File: src/rtl/core/cooc_pkg.sv
// Shared types, constants and helper functions for the co-occurrence counter.
package cooc_pkg;

    // Sizing of the count matrix and the open-record buffer.
    localparam int NUM_ITEMS      = 64;
    localparam int MAX_RECORD_LEN = 64;
    localparam int COUNT_WIDTH    = 32;

    // Fixed widths of the transaction fields.
    localparam int IDX_W = 6;
    localparam int OUT_W = 32;

    // Derived memory geometry.
    localparam int MAT_DEPTH = NUM_ITEMS * NUM_ITEMS;
    localparam int MAT_AW    = $clog2(MAT_DEPTH);
    localparam int BUF_AW    = (MAX_RECORD_LEN > 1) ? $clog2(MAX_RECORD_LEN) : 1;
    localparam int FILL_W    = $clog2(MAX_RECORD_LEN + 1);

    localparam logic [63:0] OUT_MAX = 64'h0000_0000_FFFF_FFFF;

    // Command function codes.
    localparam logic FUNC_ADD  = 1'b0;
    localparam logic FUNC_READ = 1'b1;

    typedef logic [COUNT_WIDTH-1:0] count_t;

    // Command transaction.
    typedef struct packed {
        logic             func;
        logic [IDX_W-1:0] item_index;
        logic [IDX_W-1:0] column_index;
        logic             end_of_record;
    } in_item_t;

    // Response transaction.
    typedef struct packed {
        logic [OUT_W-1:0] pair_count;
        logic [OUT_W-1:0] record_total;
    } out_item_t;

    // Request from the sequencer to the count store: the address is read every
    // cycle, and inc marks a read-modify-write increment of that entry.
    typedef struct packed {
        logic              inc;
        logic [MAT_AW-1:0] addr;
    } cnt_req_t;

    // True when an index names a tracked item.
    function automatic logic idx_ok(input logic [IDX_W-1:0] idx);
        return 32'(idx) < NUM_ITEMS;
    endfunction

    // Linear address of matrix cell (row, col).
    function automatic logic [MAT_AW-1:0] mat_addr(input logic [IDX_W-1:0] row,
                                                   input logic [IDX_W-1:0] col);
        return MAT_AW'(32'(row) * NUM_ITEMS + 32'(col));
    endfunction

    // Increment that sticks at the all-ones value.
    function automatic count_t sat_inc(input count_t val);
        return (val == '1) ? val : val + COUNT_WIDTH'(1);
    endfunction

    // Clamp a stored count to the response field width.
    function automatic logic [OUT_W-1:0] clamp_out(input count_t val);
        logic [63:0] wide;
        wide = 64'(val);
        return (wide > OUT_MAX) ? '1 : wide[OUT_W-1:0];
    endfunction

endpackage

File: src/rtl/core/cooc_seq.sv
// Command sequencer: record buffer, pair walk and read handling.
module cooc_seq (
    input  logic                clk,
    input  logic                rst_n,
    input  logic                cmd_valid,
    input  cooc_pkg::in_item_t  cmd,
    output logic                cmd_stall,
    input  logic                store_busy,
    output cooc_pkg::cnt_req_t  store_req,
    input  cooc_pkg::count_t    store_data,
    output logic                res_valid,
    output cooc_pkg::out_item_t res,
    input  logic                res_free
);

    localparam logic [2:0] S_IDLE   = 3'd0;
    localparam logic [2:0] S_DIAG   = 3'd1;
    localparam logic [2:0] S_PAIR_A = 3'd2;
    localparam logic [2:0] S_PAIR_B = 3'd3;
    localparam logic [2:0] S_FINISH = 3'd4;
    localparam logic [2:0] S_READ   = 3'd5;
    localparam logic [2:0] S_RET    = 3'd6;
    localparam logic [2:0] S_OUT    = 3'd7;

    logic [cooc_pkg::IDX_W-1:0] buf_mem [cooc_pkg::MAX_RECORD_LEN];

    logic [2:0]                  state_reg;
    logic [2:0]                  state_next;
    logic [cooc_pkg::IDX_W-1:0]  idx_reg;
    logic [cooc_pkg::IDX_W-1:0]  idx_next;
    logic [cooc_pkg::IDX_W-1:0]  col_reg;
    logic [cooc_pkg::IDX_W-1:0]  col_next;
    logic [cooc_pkg::IDX_W-1:0]  other_reg;
    logic [cooc_pkg::IDX_W-1:0]  other_next;
    logic [cooc_pkg::IDX_W-1:0]  buf_rdata_reg;
    logic                        last_reg;
    logic                        last_next;
    logic                        live_reg;
    logic                        live_next;
    logic                        rd_ok_reg;
    logic                        rd_ok_next;
    logic [cooc_pkg::FILL_W-1:0] kcnt_reg;
    logic [cooc_pkg::FILL_W-1:0] kcnt_next;
    logic [cooc_pkg::FILL_W-1:0] fill_reg;
    logic [cooc_pkg::FILL_W-1:0] fill_next;
    cooc_pkg::count_t            closed_reg;
    cooc_pkg::count_t            closed_next;
    cooc_pkg::count_t            hold_reg;
    cooc_pkg::count_t            hold_next;
    logic                        buf_we;
    logic                        accept;

    assign cmd_stall = (state_reg != S_IDLE) || store_busy;
    assign accept    = cmd_valid && !cmd_stall;

    // Result seen by the output stage.
    always_comb
    begin
        res_valid        = (state_reg == S_OUT);
        res.pair_count   = rd_ok_reg ? cooc_pkg::clamp_out(hold_reg) : '0;
        res.record_total = cooc_pkg::clamp_out(closed_reg);
    end

    // Next-state and datapath control.
    always_comb
    begin
        state_next     = state_reg;
        idx_next       = idx_reg;
        col_next       = col_reg;
        other_next     = other_reg;
        last_next      = last_reg;
        live_next      = live_reg;
        rd_ok_next     = rd_ok_reg;
        kcnt_next      = kcnt_reg;
        fill_next      = fill_reg;
        closed_next    = closed_reg;
        hold_next      = hold_reg;
        buf_we         = 1'b0;
        store_req.inc  = 1'b0;
        store_req.addr = cooc_pkg::mat_addr(idx_reg, col_reg);
        case (state_reg)
            S_IDLE:
            begin
                if (accept)
                begin
                    idx_next   = cmd.item_index;
                    col_next   = cmd.column_index;
                    last_next  = cmd.end_of_record;
                    kcnt_next  = '0;
                    live_next  = cooc_pkg::idx_ok(cmd.item_index);
                    rd_ok_next = cooc_pkg::idx_ok(cmd.item_index)
                                 && cooc_pkg::idx_ok(cmd.column_index);
                    if (cmd.func == cooc_pkg::FUNC_READ)
                    begin
                        state_next = S_READ;
                    end
                    else if (cooc_pkg::idx_ok(cmd.item_index))
                    begin
                        state_next = S_DIAG;
                    end
                    else
                    begin
                        state_next = S_FINISH;
                    end
                end
            end
            S_DIAG:
            begin
                // Diagonal cell; buffer entry zero is fetched meanwhile.
                store_req.inc  = 1'b1;
                store_req.addr = cooc_pkg::mat_addr(idx_reg, idx_reg);
                state_next     = (fill_reg == '0) ? S_FINISH : S_PAIR_A;
            end
            S_PAIR_A:
            begin
                store_req.inc  = 1'b1;
                store_req.addr = cooc_pkg::mat_addr(idx_reg, buf_rdata_reg);
                other_next     = buf_rdata_reg;
                kcnt_next      = kcnt_reg + cooc_pkg::FILL_W'(1);
                state_next     = S_PAIR_B;
            end
            S_PAIR_B:
            begin
                store_req.inc  = 1'b1;
                store_req.addr = cooc_pkg::mat_addr(other_reg, idx_reg);
                state_next     = (kcnt_reg == fill_reg) ? S_FINISH : S_PAIR_A;
            end
            S_FINISH:
            begin
                // Append the item when it is valid and there is room, then close the record if it ends here.
                if (live_reg && (fill_reg < cooc_pkg::FILL_W'(cooc_pkg::MAX_RECORD_LEN)))
                begin
                    buf_we    = 1'b1;
                    fill_next = fill_reg + cooc_pkg::FILL_W'(1);
                end
                if (last_reg)
                begin
                    fill_next   = '0;
                    closed_next = cooc_pkg::sat_inc(closed_reg);
                end
                state_next = S_IDLE;
            end
            S_READ:
            begin
                state_next = S_RET;
            end
            S_RET:
            begin
                hold_next  = store_data;
                state_next = S_OUT;
            end
            S_OUT:
            begin
                if (res_free)
                begin
                    state_next = S_IDLE;
                end
            end
            default:
            begin
                state_next = S_IDLE;
            end
        endcase
    end

    // Record buffer with a registered read port addressed by the walk counter.
    always_ff @(posedge clk)
    begin
        if (buf_we)
        begin
            buf_mem[fill_reg[cooc_pkg::BUF_AW-1:0]] <= idx_reg;
        end
        buf_rdata_reg <= buf_mem[kcnt_reg[cooc_pkg::BUF_AW-1:0]];
    end

    // Transaction payload.
    always_ff @(posedge clk)
    begin
        idx_reg   <= idx_next;
        col_reg   <= col_next;
        other_reg <= other_next;
        last_reg  <= last_next;
        live_reg  <= live_next;
        rd_ok_reg <= rd_ok_next;
        hold_reg  <= hold_next;
    end

    // Control state.
    always_ff @(posedge clk or negedge rst_n)
    begin
        if (!rst_n)
        begin
            state_reg  <= S_IDLE;
            kcnt_reg   <= '0;
            fill_reg   <= '0;
            closed_reg <= '0;
        end
        else
        begin
            state_reg  <= state_next;
            kcnt_reg   <= kcnt_next;
            fill_reg   <= fill_next;
            closed_reg <= closed_next;
        end
    end

endmodule

File: config.mk
export PLATFORM = sky130hd
export DESIGN_NAME = cooc_seq
export DESIGN_NICKNAME = d
export VERILOG_FILES = /design/src/rtl/core/cooc_pkg.sv /design/src/rtl/core/cooc_seq.sv
export SDC_FILE = /design/constraint.sdc
export NUM_CORES = 1
export LEC_CHECK = 0
export BUFFER_PORTS_ARGS = -buffer_cell sky130_fd_sc_hd__buf_2
export CORE_UTILIZATION = 24
export CTS_BUF_LIST = sky130_fd_sc_hd__clkbuf_4
export CTS_CLUSTER_SIZE = 40
export DETAILED_ROUTE_END_ITERATION = 16
export HOLD_SLACK_MARGIN = 0.15
export SLEW_MARGIN = 20
export SYNTH_ARGS = -nofsm -noshare
export SYNTH_HDL_FRONTEND = slang
export SYNTH_SLANG_ARGS = --single-unit
File: constraint.sdc
create_clock -name clk -period 9.4 [get_ports clk]
set_input_delay 0.47 -clock clk [delete_from_list [all_inputs] [get_ports clk]]
set_output_delay 0.47 -clock clk [all_outputs]
set_load 0.02 [all_outputs]
==> qor.yml <==
first_iter_violations: 901
grt_pass1_wl_um: 72100
clk_latency_ps: 850
timing.critical_path.to: "store_req[7]"
cp.required_ps: 8930
syn_avg_cell_area_um2: 18.2
grt_overflow: 0
slew_viol_final: 0
ys_types: 67
grt_antenna_before_repair: 1
post-route-period-util_pct: 38.2
powerDensity_nw_per_um2: 243
wirelength_um: 48000
grt_start_max_net_pins: 78
ys_ff_latch: 490
period_minus_slack_ps: 3590
portBuffers: 129
relSlewSlack_pct: 25.9
hold_class: "primary input to flop"
dp.final_hpwl_um: 29400
cts_root_buf: "clkbuf_4"
hold_buffers: 52
largest_reg_flops: 384
syn_area_um2: 19500
drv_cap: 0
gr-usage-met2_pct: 19.2
yosysMostFrequentCell: "edfxtp_1"
rsz0062_at_grt: "no"
clk_transition_reported_paths_ps: 70
layout-drive-gt1-share_pct: 31.1
clockBufferDepth: 3
nets: 1388
arrival_ps: 3120
worst_path_largest_cell_delay_ps: 770
synth_edf_count: 435
die_area_um2: 82200
grt_busiest_layer: "met2"
cp-end-kind: "output pin"
worstPathCellList: "nor2b_1 -> nand2_1 -> mux2_2 -> buf_2"
gp_congestion: 0.828
yosysSeqAreaShare_pct: 74.0
ys_async_sr_fraction_pct: 10.0
grt_use_met1_pct: 14.7
ys_warn_count: 0
core_um2: 80400
status: "complete, no violations"
fmax_ghz: 0.278
criticalPathCategory: "flop to output pin"
rows: 104
leakage_nw: 7.77
syn_nets: 1127
post_cts_resized: 0
reg2reg_slack_ps: 6140
startpoint: "state_reg[0]$_DFFE_PN0P_"
finish.utilization_pct: 28.9
drc_errors: 0
skew_ps: 40.7
initial_utilization_pct: 24.2
fp.dieH_um: 287
cp_num_buf_inv: 1
ant_nets: 0
area_delta_synth_final_pct: 19.5
rr_worst_depth: 6
start_kind: "flop"
fp.dieW_um: 287
cts_inserted_buffers: 120
vias: 11179
peakVddDrop_v: 0.000124
cts_tree: "yes"
critPathTopFamily: "simple AND/OR/NAND/NOR gates"
synthTopCellsByCount: "435 x edfxtp_1, 91 x nor2_1, 86 x mux4_2"
wl_per_cell_um: 19.3
groute.usage.overall_pct: 11.6
post-cts-setup-buffers: 0
pin_count: 130
hold_viol: 0
setup_violations: 0
synth_top_area_cell: "edfxtp_1"
synthFlopType: "edfxtp_1"
grt_use_met3_pct: 2.73
cpMaxStageDelayCell: "dfrtp_1"
cts_max_level: 3
firstDrtPassIters: 6
reg2reg_from: "kcnt_reg[2]$_DFFE_PN0P_"
worstPathMaxFanout: 20
grt_pass1_vias: 11699
synth_top_area_share_pct: 67.1
yosys-top-cells-area: "edfxtp_1 67%, mux4_2 10%, dfrtp_1 6.3%, nor2_1 1.8%, xnor2_1 1.1%"
syn_inst: 1072
vias_per_cell: 4.49
worst_pin_slew_ps: 1110
clock_sinks: 490
crit_cells: 4
reg2reg_to: "buf_rdata_reg[2]$_DFF_P_"
setup_tns_ps: 0
-- power by group --
| group | internal, mW | switching (mW) |
|---|---|---|
| Combinational | 0.538 | 0.719 |
| Sequential | 2.48 | 0.193 |
| Clock | 0.871 | 0.843 |
-- stage by stage --
| step | area, um2 | hold WS (ps) | total power, mW | worst slack (ps) | instances |
|---|---|---|---|---|---|
| floorplan | 19500 | 174 | 3.56 | 5880 | 1072 |
| global placement | 21200 | 480 | 3.94 | 6200 | 2219 |
| detailed placement | 21200 | 495 | 3.95 | 6170 | 2219 |
| CTS | 23300 | 160 | 5.70 | 5800 | 2487 |
| global route | 23300 | 224 | 5.89 | 5670 | 2488 |
| finish | 23300 | 230 | 5.65 | 5810 | 2489 |
-- routing by layer --
metal	vias up	routed length (um)	part of all wire, %
met1	5783	19700	41
li1	4902	-	-
met3	64	3320	6.9
met4	0	988	2.1
met5	-	0	0
met2	430	24100	50
-- kinds of logic (layout without fill, tap and decap cells) --
| logic type | count (synthesis) | after routing | share of synthesized area [%] |
|---|---|---|---|
| xor gates and xnor gates | 44 | 44 | 1.98 |
| adders and majority gates | 4 | 4 | 0.257 |
| AOI/OAI and AO/OA | 109 | 109 | 3.92 |
| and+or+nand+nor | 255 | 255 | 6.96 |
| DFF | 490 | 490 | 74.0 |
| other | 0 | 2 | 0 |
| muxes | 107 | 107 | 11.1 |
| buffers and inverters | 63 | 418 | 1.76 |
-- final cells by class --
| type | count | area, um2 |
|---|---|---|
| antenna | 2 | 5.00 |
| clock buffer | 173 | 1300 |
| clock inverter | 43 | 203 |
| fill | 8016 | 57200 |
| inverter | 9 | 33.8 |
| multi-input combinational | 519 | 4710 |
| sequential | 490 | 14400 |
| tap | 1060 | 1330 |
| timing repair buffer | 193 | 1260 |
-- worst register-to-register path, stage by stage (launching register included) --
cell     delay (ps)
dfrtp_4         750
buf_4           920
mux4_2          500
o22ai_1         140
nor4_1          570
nor2_1          100
a41oi_1         200
-- worst min-delay path by stage --
stage,slack (ps),cells after the start,endpoint,from
after floorplan,170,0,closed_reg[0]$_DFFE_PN0P_,rst_n
after global placement,480,1,closed_reg[15]$_DFFE_PN0P_,closed_reg[15]$_DFFE_PN0P_
after detailed placement,490,1,closed_reg[23]$_DFFE_PN0P_,closed_reg[23]$_DFFE_PN0P_
after CTS,160,5,kcnt_reg[6]$_DFFE_PN0P_,store_busy
after global routing,220,5,kcnt_reg[3]$_DFFE_PN0P_,store_busy
final,230,5,kcnt_reg[6]$_DFFE_PN0P_,store_busy
-- cells in the final DEF, fill, tap and decap left out, drive strengths merged, types with 9 or more instances in the layout --
cell	count
dfrtp	49
and3	13
edfxtp	435
mux2i	14
clkinv	38
inv	11
buf	141
nor2	91
xor2	19
nand3	30
a31oi	11
o21ai	19
a22o	11
o22ai	20
xnor2	25
dlygate4sd3	52
a22oi	16
nand2	35
mux4	86
nor2b	16
nor3	9
nand4	16
clkbuf	173
(Power assumes the default switching activity.)
